===== src/hdl/lsclip_pkg.sv =====
`timescale 1ns / 1ps

package lsclip_pkg;

  localparam int COORD_WIDTH   = 16;
  localparam int FRACTION_BITS = 16;

  // A coordinate difference needs one bit more than a coordinate.
  localparam int DIFF_WIDTH    = COORD_WIDTH + 1;
  localparam int REM_WIDTH     = COORD_WIDTH + 2;
  localparam int QUO_WIDTH     = FRACTION_BITS + 1;
  localparam int DIV_STAGES    = FRACTION_BITS + 1;
  localparam int MAG_WIDTH     = FRACTION_BITS + 2;
  localparam int R_WIDTH       = FRACTION_BITS + 3;
  localparam int U_WIDTH       = FRACTION_BITS + 1;
  localparam int PROD_WIDTH    = FRACTION_BITS + COORD_WIDTH + 3;
  localparam int PIPE_LAT      = DIV_STAGES + 4;
  localparam int CFG_IDX_WIDTH = 2;
  localparam int LANES         = 4;

  localparam logic [MAG_WIDTH-1:0] U_CLAMP = MAG_WIDTH'((1 << FRACTION_BITS) + 1);
  localparam logic signed [R_WIDTH-1:0] U_ONE = R_WIDTH'(1 << FRACTION_BITS);

  localparam logic signed [COORD_WIDTH-1:0] RST_MIN = COORD_WIDTH'(100);
  localparam logic signed [COORD_WIDTH-1:0] RST_MAX = COORD_WIDTH'(200);

  typedef enum logic [CFG_IDX_WIDTH-1:0] {
    REG_X_MIN = 2'd0,
    REG_Y_MIN = 2'd1,
    REG_X_MAX = 2'd2,
    REG_Y_MAX = 2'd3
  } cfg_reg_t;

  typedef struct packed {
    logic signed [COORD_WIDTH-1:0] start_x;
    logic signed [COORD_WIDTH-1:0] start_y;
    logic signed [COORD_WIDTH-1:0] end_x;
    logic signed [COORD_WIDTH-1:0] end_y;
  } in_t;

  typedef struct packed {
    logic                          accepted;
    logic signed [COORD_WIDTH-1:0] clipped_start_x;
    logic signed [COORD_WIDTH-1:0] clipped_start_y;
    logic signed [COORD_WIDTH-1:0] clipped_end_x;
    logic signed [COORD_WIDTH-1:0] clipped_end_y;
  } out_t;

  typedef struct packed {
    logic [DIFF_WIDTH-1:0] num;
    logic [DIFF_WIDTH-1:0] den;
  } div_in_t;

  typedef struct packed {
    logic [QUO_WIDTH-1:0] quo;
    logic                 ovf;
  } div_out_t;

  typedef struct packed {
    logic skip;
    logic prej;
    logic pneg;
    logic rneg;
  } lane_flag_t;

  typedef struct packed {
    logic signed [COORD_WIDTH-1:0] sx;
    logic signed [COORD_WIDTH-1:0] sy;
    logic signed [DIFF_WIDTH-1:0]  dx;
    logic signed [DIFF_WIDTH-1:0]  dy;
  } side_t;

endpackage


===== src/hdl/lsclip_div.sv =====
`timescale 1ns / 1ps

// Restoring divider, one quotient bit per stage. Computes (num << FRACTION_BITS) / den
// for the low QUO_WIDTH quotient bits and flags a quotient too large for them.
module lsclip_div import lsclip_pkg::*; (
  input  logic     clk,
  input  div_in_t  din,
  output div_out_t dout
);

  logic [REM_WIDTH-1:0]  rem_r [DIV_STAGES];
  logic [QUO_WIDTH-1:0]  quo_r [DIV_STAGES];
  logic [DIFF_WIDTH-1:0] den_r [DIV_STAGES];
  logic                  ovf_r [DIV_STAGES];

  logic [REM_WIDTH-1:0]  rem_nxt [DIV_STAGES];
  logic [QUO_WIDTH-1:0]  quo_nxt [DIV_STAGES];
  logic                  ovf_nxt;

  // The quotient fits in QUO_WIDTH bits exactly when num < 2 * den.
  assign ovf_nxt = {1'b0, din.num} >= {din.den, 1'b0};

  for (genvar k = 0; k < DIV_STAGES; k++) begin : g_stage
    logic [REM_WIDTH-1:0] shifted;
    logic                 ge;
    if (k == 0) begin : g_first
      // Only the lowest dividend bit still lies above the fraction bits.
      assign shifted = REM_WIDTH'(din.num);
      assign ge      = shifted >= REM_WIDTH'(din.den);
      assign rem_nxt[k] = ge ? shifted - REM_WIDTH'(din.den) : shifted;
      assign quo_nxt[k] = QUO_WIDTH'(ge);
      always_ff @(posedge clk) begin
        rem_r[k] <= rem_nxt[k];
        quo_r[k] <= quo_nxt[k];
        den_r[k] <= din.den;
        ovf_r[k] <= ovf_nxt;
      end
    end else begin : g_rest
      assign shifted = {rem_r[k-1][REM_WIDTH-2:0], 1'b0};
      assign ge      = shifted >= REM_WIDTH'(den_r[k-1]);
      assign rem_nxt[k] = ge ? shifted - REM_WIDTH'(den_r[k-1]) : shifted;
      assign quo_nxt[k] = {quo_r[k-1][QUO_WIDTH-2:0], ge};
      always_ff @(posedge clk) begin
        rem_r[k] <= rem_nxt[k];
        quo_r[k] <= quo_nxt[k];
        den_r[k] <= den_r[k-1];
        ovf_r[k] <= ovf_r[k-1];
      end
    end
  end

  assign dout.quo = quo_r[DIV_STAGES-1];
  assign dout.ovf = ovf_r[DIV_STAGES-1];

endmodule


===== config.mk =====
export PLATFORM = sky130hd
export DESIGN_NAME = lsclip_div
export DESIGN_NICKNAME = d
export VERILOG_FILES = /design/src/hdl/lsclip_pkg.sv /design/src/hdl/lsclip_div.sv
export SDC_FILE = /design/constraint.sdc
export NUM_CORES = 1
export LEC_CHECK = 0
export BUFFER_PORTS_ARGS = -buffer_cell sky130_fd_sc_hd__buf_2
export CAP_MARGIN = 5
export CORE_MARGIN = 1
export CORE_UTILIZATION = 30
export CTS_CLUSTER_SIZE = 30
export DETAILED_ROUTE_END_ITERATION = 8
export SYNTH_ARGS = -nofsm -noshare
export SYNTH_HDL_FRONTEND = slang
export SYNTH_SLANG_ARGS = --single-unit
export TNS_END_PERCENT = 5

===== constraint.sdc =====
create_clock -name clk -period 3.7 [get_ports clk]
set_clock_uncertainty 0.1 [all_clocks]
set_input_delay 0.37 -clock clk [delete_from_list [all_inputs] [get_ports clk]]
set_output_delay 0.37 -clock clk [all_outputs]
set_load 0.005 [all_outputs]

* Word-level counts from Yosys, hierarchy flattened *
Memory sizes are Yosys's and may differ from the RTL's.
Cells that the tools add are included.

cells by class
  $add $sub $neg = 17
  order comparisons = 18
  muxes and demuxes = 17

operator list
  kind                                                            count
  18-bit 2-to-1 mux                                               17
  18-bit by 17-bit greater-or-equal comparator with 1-bit output  16
  18-bit by 17-bit subtractor with 18-bit output                  16
  17-bit by 18-bit greater-or-equal comparator with 1-bit output  1
  17-bit by 17-bit subtractor with 18-bit output                  1
  17-bit greater-or-equal comparator                              1

word-level totals
  register bits after elaboration = 0
  bits in writable memories = 901
  input port bits = 35
  memories = 4

memory list
  memory  words  width  rd ports  clocked after Yosys merged registers in  write ports  line              RTL
  rem_r   17     18     16        0                                        17           lsclip_div.sv:11  logic [REM_WIDTH-1:0] rem_r [DIV_STAGES];
  den_r   17     17     16        0                                        17           lsclip_div.sv:13  logic [DIFF_WIDTH-1:0] den_r [DIV_STAGES];
  quo_r   17     17     17        0                                        17           lsclip_div.sv:12  logic [QUO_WIDTH-1:0] quo_r [DIV_STAGES];
  ovf_r   17     1      17        0                                        17           lsclip_div.sv:14  logic ovf_r [DIV_STAGES];

* Depth between registers and ports, before layout *
Gate-level depths: netlist (run 1).
An unclocked memory read counts as a cell.

  depth in word-level cells = 3
  gate-level depth with buffers = 13
  mapped depth without buffers = 11

* Least setup slack after synthesis (run 1) *
Ideal clock, no wire load.

  kind = reg2reg
  start = memory rem_r[0][216] (netlist bit)
  end = memory rem_r[0][242] (netlist bit)
  library setup time = 0.121 ns
  arrival time = 2.470 ns
  data required time = 3.479 ns
  path slack = 1.009 ns
  cell stages (with the launch flop) = 12
  buffers on the path = 1
  cells stage by stage = dfxtp_1 inv_1 fa_1 nand2b_1 a211oi_1 o41ai_2 a21oi_2 a211oi_2 o21a_2 inv_2 buf_6 mux2_2

RTL lines
  item             line
  start, declared  lsclip_div.sv:11

==> results of run 1 <==
-- layout make-up --
| cell class | instances | area (µm²) |
|---|---|---|
| fillers | 10600 | 68600 |
| multi-input cells | 2234 | 16200 |
| flip-flops and latches | 714 | 14300 |
| clock buffers | 102 | 2190 |
| well taps | 1391 | 1740 |
| inverters | 385 | 1450 |
| repair buffers | 103 | 728 |
| clock inverters | 41 | 612 |
-- cell families (layout without fill, tap and decap cells) --
kind of cell	Yosys count	count (layout)	synth area share, %
multiplexers	119	119	4.21
AO/OA/AOI/OAI	825	825	16.5
buffers and inverters	441	631	5.36
adder cells (fa/ha/maj)	320	320	12.8
flip-flops	714	714	44.4
XOR/XNOR	186	186	5.06
AND/OR/NAND/NOR	784	784	11.7
-- flip-flops by register name (all words and copies together), names as in the netlist --
signal / count
den_r: 272
rem_r: 272
quo_r: 153
ovf_r: 17
-- metrics by stage --
| step | util, % | hold slack [ps] | cell area [µm²] |
|---|---|---|---|
| final | 35.2 | 218 | 37200 |
| after global routing | 35.2 | 223 | 37200 |
| after CTS | 35.2 | 219 | 37200 |
| after detailed placement | 32.2 | 212 | 34100 |
| after global placement | 32.2 | 210 | 34100 |
| after floorplan | - | 210 | 32200 |
-- synth_stat cells (26+ instances only) --
library cell  instances
dfxtp_1             714
nor3_1               68
o21a_1               44
a211oi_1             31
clkbuf_1             27
nor2b_1              35
a31oi_1              26
xnor2_1             104
xor2_1               82
nor2_1              195
a21o_1               77
ha_1                304
nand4_1              40
o21ai_0             207
nand2_1             227
nand2b_1             47
inv_1               382
a21oi_1             234
mux2_2               93
nand3_1              57
-- how the worst max path moves through the flow --
stage             startpoint            end  slack, ps  cells past startpoint
6_report             din[17]   rem_r[0][15]        590                     13
5_1_grt          den_r[0][2]   rem_r[0][22]        370                     10
4_1_cts          den_r[0][2]   rem_r[0][22]        610                     10
3_5_place_dp         din[17]    rem_r[0][2]        560                     12
3_3_place_gp         din[17]    rem_r[0][3]        570                     12
2_1_floorplan  rem_r[0][216]  rem_r[0][242]       1010                     11
-- worst max-delay path: cells and delay by family --
family	cells	cell delay [ps]
and+or+nand+nor	1	300
AOI/OAI and AO/OA	5	1150
muxes	1	370
buffers and inverters	4	790
adders and majority gates	2	560
-- placed cells by master, fill, tap and decap left out, types with 40 or more instances in the layout --
cell type	synthesis	routed
nor2_1	195	195
a21o_1	77	77
clkbuf_16	0	80
inv_1	382	382
nand2_1	227	227
mux2_2	93	93
xnor2_1	104	104
xor2_1	82	82
nor3_1	68	68
buf_2	19	52
nand3_1	57	57
o21ai_0	207	207
nand2b_1	47	47
dfxtp_1	714	714
a21oi_1	234	234
ha_1	304	304
nand4_1	40	40
o21a_1	44	44
-- where the power goes --
part           internal (mW)  switching [mW]
clock network           5.01            3.21
logic                   7.18            8.63
registers               10.3            1.38
-- routing by layer --
layer	global-route usage, %	vias up	share of wire (%)
met5	0	-	0
met4	5.16	0	3.7
met3	2.10	152	3.4
met2	21.5	415	46
met1	16.0	10600	47
li1	-	12000	-
-- timing repair --
item | in CTS | in global routing
hold buffers | 34 | 0
setup endpoints to repair | 0 | 0
hold endpoints to repair | 35 | 0
==> run_results.csv, run 1 <==
group,metric,value,unit
finish,drive_gt1_share,9.95,%
drt,drc,0,
finish,n_antenna_cell,0,
power_and_ir_drop,p_per_area,959,nW/µm²
power_and_ir_drop,p_leak,16.7,nW
sta,worst_slack,585,ps
floorplan,io_pins,53,
min_path,worst_hold_path.endpoint,"quo_r[1][120]",
floorplan,die_area,109000,µm²
cts,cts_root_buffer,"clkbuf_16",
cts,ctsHtreeMaxLevel,3,
global_routing,grt_pass1_wl,114,mm
sta,tightest_slew,988,ps
drt,wl_per_cell,13.8,µm
floorplan,core,106000,µm²
synth,synth_fp_nets,3744,
synth,syn_area,32200,µm²
critical_path,crit_path_max_fanout,18,
placement,dpl.hpwl,53.3,mm
synth,synth_top_area_share,44.4,%
drt,first_pass_iters,7,
critical_path,reg2reg_slack,610,ps
global_routing,grt_overflow,0,
floorplan,num_rows,119,
synth,synthFlopType,"dfxtp_1",
drt,vias_per_cell,4.66,
placement,pre_cts_ws,562,ps
synth,yosys_warnings,0,
placement,io_buffers,52,
floorplan,initial_core_util,30.4,%
synth,synth_seq_cells,714,
sta,period_minus_slack,3110,ps
sta,hold_viol,0,
cts,clk_pin_slew,60,ps
cts,cts_max_path_buffers,3,
drt,vias,23200,
synth,synth_top_cell_by_area,"dfxtp_1",
sta,period_share,84.2,%
global_routing,grt_max_degree,35,
synth,syn_inst,3389,
drt,drt_iter0_drc,1302,
synth,synth-edff-count,0,
floorplan,die_w,330,µm
critical_path,cpPeakStageDelay,530,ps
cts,cts_tree,"built",
critical_path,worstReg2RegStart,"den_r[0][2]",
power_and_ir_drop,peakVddDrop,0.419,mV
synth,async_flop_share,0,%
cts,clock-sinks,714,
critical_path,cp_slowest_cell,"dlygate4sd3_1",
global_routing,grt_pass1_vias,22900,
critical_path,critPathKind,"in2reg",
sta,setup_tns,0,ps
critical_path,r2r-end,"rem_r[0][30]",
sta,relSlewSlack,34.1,%
synth,ys_seq_area_share,44.4,%
global_routing,grt.total_usage,12.7,%
global_routing,antenna_found_initial,1,
outcome,outcome,"finished clean",
sta,drv_slew,0,
critical_path,cp.required,4120,ps
cts,post_cts_buffers,0,
critical_path,ff2ff_path_depth,10,
min_path,worstHoldPathCells,0,
critical_path,cp_data_arrival_time,3540,ps
sta,max_freq,0.321,GHz
finish,finalNonFillerCells,4970,
finish,nets,3872,
power_and_ir_drop,p_total,35.7,mW
drt,drt_wl_total,68.8,mm
job,max_cap_violations,0,
critical_path,crit_path_end_kind,"flop",
cts,insertion_delay,640,ps
synth,synth.avg_cell_area,9.51,µm²
min_path,hp-start,"quo_r[1][102]",
critical_path,crit_chain,"dlygate4sd3_1 > buf_2 > inv_1 > ha_1 > inv_1 > fa_1 > a21oi_1 > o22ai_1 > o211ai_1 > a21oi_1 > o2111ai_1 > nand2_2 > mux2_2",
finish,area_growth,15.6,%
sta,rsz0062_at_grt,"false",
sta,setup_violations,0,
synth,synth_cell_types,94,
critical_path,start_kind,"primary input",
placement,placed_cells,4793,
floorplan,fp.dieH,330,µm
placement,place_congestion,0.858,
cts,numCtsBuffers,79,
min_path,hold_class,"reg2reg",
synth,synth.area.top_cells,"dfxtp_1 (44%), ha_1 (12%), inv_1 (4.5%)",
cts,ctsResizeCount,0,
drt,ant_nets,0,
No activity file was read; power rests on OpenSTA's default activity.
==> run 2: changes to the inputs <==
- clock period: 3.7 -> 2.7 ns (I/O delays scaled with it)
==> run 2 against run 1 <==
Non-clock buffer count up 212. First-iteration DRC count up 3.0%. Utilization up 2.3 points. Die area unchanged. Final area up 6.5%. Critical path depth down 2. Flip-flop and latch count unchanged. Via count up 3.6%. Critical endpoint is now rem_r[0][247].
==> run_results.csv, run 2 (same netlist as run 1, synthesis figures left out) <==
group,metric,value,unit
cts,numCtsBuffers,79,
finish,final_cell_mix,"dfxtp_1 (696), inv_1 (377), ha_1 (291), nand2_1 (226), a21oi_1 (225)",
global_routing,grt_overflow,0,
power_and_ir_drop,clockPowerShare,21.2,%
sta,relSlewSlack,59.5,%
critical_path,cp.required,3190,ps
finish,mostFrequentLayoutCell,"dfxtp_1",
global_routing,grt_pass1_vias,23600,
finish,reg_top3,"den_r: 272 flops, rem_r: 272 flops, quo_r: 153 flops",
placement,place_congestion,0.862,
sta,hold_viol,0,
floorplan,die_area,109000,µm²
power_and_ir_drop,internal_power,32.9,mW
power_and_ir_drop,p_sw_share,36.5,%
finish,nets,4084,
floorplan,fp.dieH,330,µm
placement,io_buffers,52,
sta,period_share,99.5,%
cts,clk_pin_slew,60,ps
finish,drive_gt1_share,17.4,%
drt,ant_nets,0,
critical_path,cpMostUsedCell,"buf_4",
critical_path,crit_path_end_kind,"flop",
cts,ctsHtreeMaxLevel,3,
power_and_ir_drop,p_comb_share,47.9,%
global_routing,grt_max_degree,35,
job,max_cap_violations,0,
power_and_ir_drop,p_per_area,1310,nW/µm²
finish,area_growth,23.0,%
critical_path,critPathKind,"reg2reg",
drt,wl_per_cell,13.9,µm
drt,drt_iter0_drc,1341,
critical_path,setup.worst_path.start,"den_r[0][205]",
critical_path,crit_chain,"inv_1 > ha_1 > nor2b_1 > o31a_1 > o41ai_2 > buf_4 > o211ai_1 > buf_4 > a211o_1 > nand4_1 > mux2_2",
critical_path,start_kind,"flop",
finish,n_antenna_cell,0,
floorplan,initial_core_util,30.4,%
sta,period_minus_slack,2690,ps
drt,drc,0,
drt,drt_wl_total,72.0,mm
power_and_ir_drop,p_leak,18.0,nW
floorplan,num_rows,119,
critical_path,cpPeakStageDelay,410,ps
drt,vias_per_cell,4.63,
drt,first_pass_iters,5,
sta,setup_violations,0,
cts,insertion_delay,650,ps
power_and_ir_drop,p_sw,19.0,mW
finish,fin_util,37.4,%
sta,max_freq,0.372,GHz
critical_path,cp_data_arrival_time,3170,ps
min_path,hold_class,"in2reg",
finish,nFillCells,10500,
cts,clock-sinks,714,
min_path,hp-start,"din[3]",
global_routing,grt_pass1_wl,116,mm
outcome,outcome,"finished clean",
global_routing,antenna_found_initial,0,
cts,cts_root_buffer,"clkbuf_16",
placement,dpl.hpwl,55.1,mm
power_and_ir_drop,power_frac_seq,30.9,%
critical_path,worstReg2RegStart,"den_r[0][205]",
global_routing,grt.total_usage,13.1,%
cts,cts_tree,"built",
drt,vias,24000,
sta,tightest_slew,601,ps
sta,setup_tns,0,ps
critical_path,cp_slowest_cell,"dfxtp_1",
floorplan,die_w,330,µm
sta,fin_hold_ws,176,ps
cts,cts_max_path_buffers,3,
sta,rsz0062_at_grt,"true",
floorplan,io_pins,53,
power_and_ir_drop,peakVddDrop,0.571,mV
sta,drv_slew,0,
critical_path,crit_path_max_fanout,4,
floorplan,core,106000,µm²
-- run 2: changes by cell type in the layout (fill, tap and decap cells not counted), sizes merged --
cell	previous run	this run
buf	69	277
bufinv	11	6
clkbuf	102	116
clkinv	20	17
inv	388	386
-- run 2: layer usage --
layer / global-route usage (%) / share of wire, % / up-vias
met3: 2.19 / 3.4 / 113
met4: 4.81 / 2.8 / 0
met1: 16.4 / 47 / 11000
met2: 22.3 / 47 / 394
met5: 0 / 0 / -
li1: - / - / 12500
-- run 2: layout make-up --
cell class | instances | area (µm²) | area share [%]
inverter | 385 | 1450 | 3.66
sequential | 714 | 14300 | 36.1
clock buffer | 112 | 2300 | 5.81
clock inverter | 31 | 439 | 1.11
timing repair buffer | 315 | 2620 | 6.60
multi-input combinational | 2234 | 16800 | 42.3
tap | 1391 | 1740 | 4.39
-- run 2: worst max-delay path, delay by kind of cell, from the launching register on --
family / cells / cell delay (ps)
muxes: 1 / 140
DFF: 1 / 410
buffers and inverters: 3 / 470
AOI/OAI and AO/OA: 4 / 1010
adders and majority gates: 1 / 290
and+or+nand+nor: 2 / 230
-- run 2: final timing paths --
kind                        end  slack, ps  cells past startpoint
setup / recovery  rem_r[0][247]         10                     11
hold / removal      den_r[0][3]        180                      2
setup reg to reg  rem_r[0][247]         10                     11
hold reg to reg   quo_r[1][127]        190                      0
-- run 2: timing repair --
| item | 4_1_cts | 5_1_grt |
|---|---|---|
| gates cloned | 0 | 4 |
| buffers inserted | 3 | 7 |
| hold endpoints to repair | 35 | 0 |
| pin swaps | 4 | 34 |
| hold buffers | 34 | 0 |
| gates resized for setup | 23 | 120 |
| endpoints found under the setup margin | 77 | 217 |
-- run 2: per-stage QoR --
stage | setup slack, ps | power (mW) | instance area, µm² | std cells
detailed placement | -145 | 39.7 | 35800 | 4992
global route | -103 | 55.9 | 39600 | 5182
floorplan | 9.39 | 32.7 | 32200 | 3389
global placement | -110 | 39.4 | 35800 | 4992
finish | 14.7 | 51.9 | 39600 | 5182
CTS | -37.0 | 51.3 | 39000 | 5172
-- run 2: power groups by stage --
| stage | registers [mW] | clock network [mW] | logic, mW |
|---|---|---|---|
| 6_report | 16.0 | 11.0 | 24.8 |
| 5_1_grt | 16.4 | 11.8 | 27.7 |
| 4_1_cts | 16.1 | 11.3 | 23.9 |
| 3_5_place_dp | 16.3 | 0 | 23.4 |
| 3_3_place_gp | 16.3 | 0 | 23.1 |
| 2_1_floorplan | 15.3 | 0 | 17.4 |
==> run 3: changes to the inputs <==
- ABC_AREA: unset -> 1
- CORE_MARGIN: 1 -> unset
- REMOVE_ABC_BUFFERS: unset -> 1
==> run 3 against run 2 <==
Maximum frequency up 17%. Synthesized area is 15% higher. Final area grew 6.6%. Sequential share of layout area fell by 2.3 points.
==> run_results.csv, run 3 <==
group,metric,value,unit
outcome,outcome,"finished clean",
synth,synth_seq_cells,714,
floorplan,initial_core_util,30.4,%
drt,vias_per_cell,4.30,
critical_path,critPathTopFamily,"flip-flops",
floorplan,core,122000,µm²
floorplan,fp.dieH,354,µm
global_routing,antenna_found_initial,4,
critical_path,start_kind,"flop",
cts,clock-sinks,714,
global_routing,grt_overflow,0,
cts,numCtsBuffers,75,
floorplan,num_rows,128,
critical_path,cpMostUsedCell,"nor2_1",
sta,period_minus_slack,2290,ps
critical_path,cp.required,3090,ps
synth,yosys_warnings,0,
placement,place_congestion,0.895,
critical_path,cpPeakStageDelay,540,ps
drt,vias,31000,
finish,nets,5864,
floorplan,die_w,354,µm
synth,synth-edff-count,0,
sta,rsz0062_at_grt,"false",
synth,syn_area,37200,µm²
synth,synth.area.top_cells,"dfxtp_1 (38%), nand2_1 (21%), inv_1 (11%)",
critical_path,crit_path_max_fanout,19,
min_path,hold_class,"in2reg",
floorplan,die_area,125000,µm²
sta,worst_slack,410,ps
cts,insertion_delay,630,ps
finish,area_growth,13.7,%
synth,synth_common_cells,"nand2_1 (2098), inv_1 (1048), dfxtp_1 (714)",
floorplan,io_pins,53,
sta,tightest_slew,575,ps
finish,mostFrequentLayoutCell,"nand2_1",
critical_path,reg2reg_slack,410,ps
drt,drc,0,
synth,synth_top_area_share,38.5,%
critical_path,cp_num_buf_inv,2,
critical_path,cp_data_arrival_time,2680,ps
synth,synth_top_cell_by_area,"dfxtp_1",
finish,final_cell_mix,"nand2_1 (2098), inv_1 (1048), dfxtp_1 (714), ha_1 (304), nand3_1 (295)",
power_and_ir_drop,p_leak,23.9,nW
cts,clk_pin_slew,60,ps
synth,synth.most_common_cell,"nand2_1",
placement,pre_cts_ws,456,ps
sta,setup_violations,0,
finish,reg_top3,"den_r: 272 flops, rem_r: 272 flops, quo_r: 153 flops",
sta,drv_slew,0,
sta,max_freq,0.437,GHz
critical_path,cp_slowest_cell,"dfxtp_1",
sta,period_share,84.8,%
cts,cts_root_buffer,"clkbuf_16",
power_and_ir_drop,peakVddDrop,0.549,mV
critical_path,crit_path_end_kind,"flop",
global_routing,grt_max_degree,21,
global_routing,grt_pass1_vias,29300,
critical_path,crit_chain,"inv_1 > ha_1 > ha_1 > inv_1 > nor2_1 > nand3_1 > nor2_1 > nor2_1 > nand2_4 > o21ai_0",
drt,first_pass_iters,6,
cts,cts_max_path_buffers,3,
synth,synth_cell_types,37,
cts,ctsHtreeMaxLevel,3,
drt,ant_nets,0,
synth,ys_seq_area_share,38.5,%
sta,hold_viol,0,
synth,synthFlopType,"dfxtp_1",
synth,async_flop_share,0,%
synth,synth.avg_cell_area,6.91,µm²
job,max_cap_violations,0,
sta,setup_tns,0,ps
global_routing,grt_pass1_wl,150,mm
critical_path,critPathKind,"reg2reg",
placement,dpl.hpwl,75.1,mm
sta,relSlewSlack,61.4,%
drt,drt_wl_total,93.0,mm
cts,cts_tree,"built",
placement,io_buffers,52,
drt,wl_per_cell,12.9,µm
synth,syn_inst,5380,
power_and_ir_drop,p_per_area,1230,nW/µm²
cts,ctsResizeCount,0,
finish,drive_gt1_share,5.96,%
drt,drt_iter0_drc,2015,
global_routing,grt.total_usage,14.7,%
[run 3: cell types whose count changed in the layout (fill, tap and decap cells not counted), sizes merged, moves of 47 or more]
| cell | delta |
|---|---|
| nand2 | +1919 |
| inv | +685 |
| nand3 | +254 |
| buf | -221 |
| o21ai | -194 |
| mux2 | -110 |
| a21oi | -79 |
| xnor2 | -79 |
| nand3b | +76 |
| a21o | -75 |
| nor2 | +70 |
| nand2b | -47 |
[run 3: logic make-up after synthesis]
logic type,synth area share [%]
adders and majority gates,11.1
and+or+nand+nor,33.7
DFF,38.5
AOI/OAI and AO/OA,2.52
xor gates and xnor gates,2.36
buffers and inverters,11.9
[run 3: metal layers]
| metal | global-route usage (%) | routed length (µm) | up-vias |
|---|---|---|---|
| met5 | 0 | 12 | - |
| met4 | 4.49 | 2410 | 2 |
| met3 | 2.29 | 4330 | 149 |
| met2 | 24.9 | 42600 | 590 |
| met1 | 19.1 | 43600 | 13700 |
| li1 | - | - | 16500 |
[run 3: layout make-up]
| type | count | area (µm²) |
|---|---|---|
| inverters | 1064 | 4030 |
| clock buffers | 89 | 2040 |
| fillers | 13100 | 80100 |
| flip-flops and latches | 714 | 14300 |
| diodes | 2 | 5.00 |
| multi-input cells | 3564 | 18500 |
| repair buffers | 90 | 631 |
| well taps | 1625 | 2030 |
| clock inverters | 48 | 756 |
[run 3: worst reg2reg max path, stage by stage (launching register included)]
cell     delay (ps)
dfxtp_1         540
inv_1            80
ha_1            300
ha_1            190
inv_1            70
nor2_1           50
nand3_1          80
nor2_1           40
nor2_1          180
nand2_4         180
o21ai_0         360
[run 3: worst paths after layout]
path / start / endpoint / depth (start not counted)
min: din[5] / den_r[0][5] / 2
min reg2reg: quo_r[1][116] / quo_r[1][134] / 0
max: den_r[0][171] / rem_r[0][199] / 10
max reg2reg: den_r[0][171] / rem_r[0][199] / 10
[run 3: report_power, final]
group | internal, mW | total, mW | switching [mW] | leakage, nW
logic | 8.68 | 24.4 | 15.7 | 16.5
registers | 14.0 | 16.2 | 2.13 | 6.02
clock network | 7.10 | 11.6 | 4.45 | 1.35
[run 3: metrics by stage]
step	instance area, µm²	std cells	utilization, %	hold WS [ps]	power (mW)
2_1_floorplan	36800	5342	-	198	34.1
3_3_place_gp	39100	7023	32.0	210	40.4
3_5_place_dp	39100	7023	32.0	212	40.6
4_1_cts	42200	7194	34.5	146	52.5
5_1_grt	42200	7194	34.5	165	56.9
6_report	42300	7196	34.5	207	52.1
[run 3: timing repair]
| item | in CTS | in global routing |
|---|---|---|
| endpoints found under the hold margin | 34 | 0 |
| buffers inserted | 0 | 0 |
| hold buffers | 34 | 0 |
| endpoints found under the setup margin | 0 | 0 |
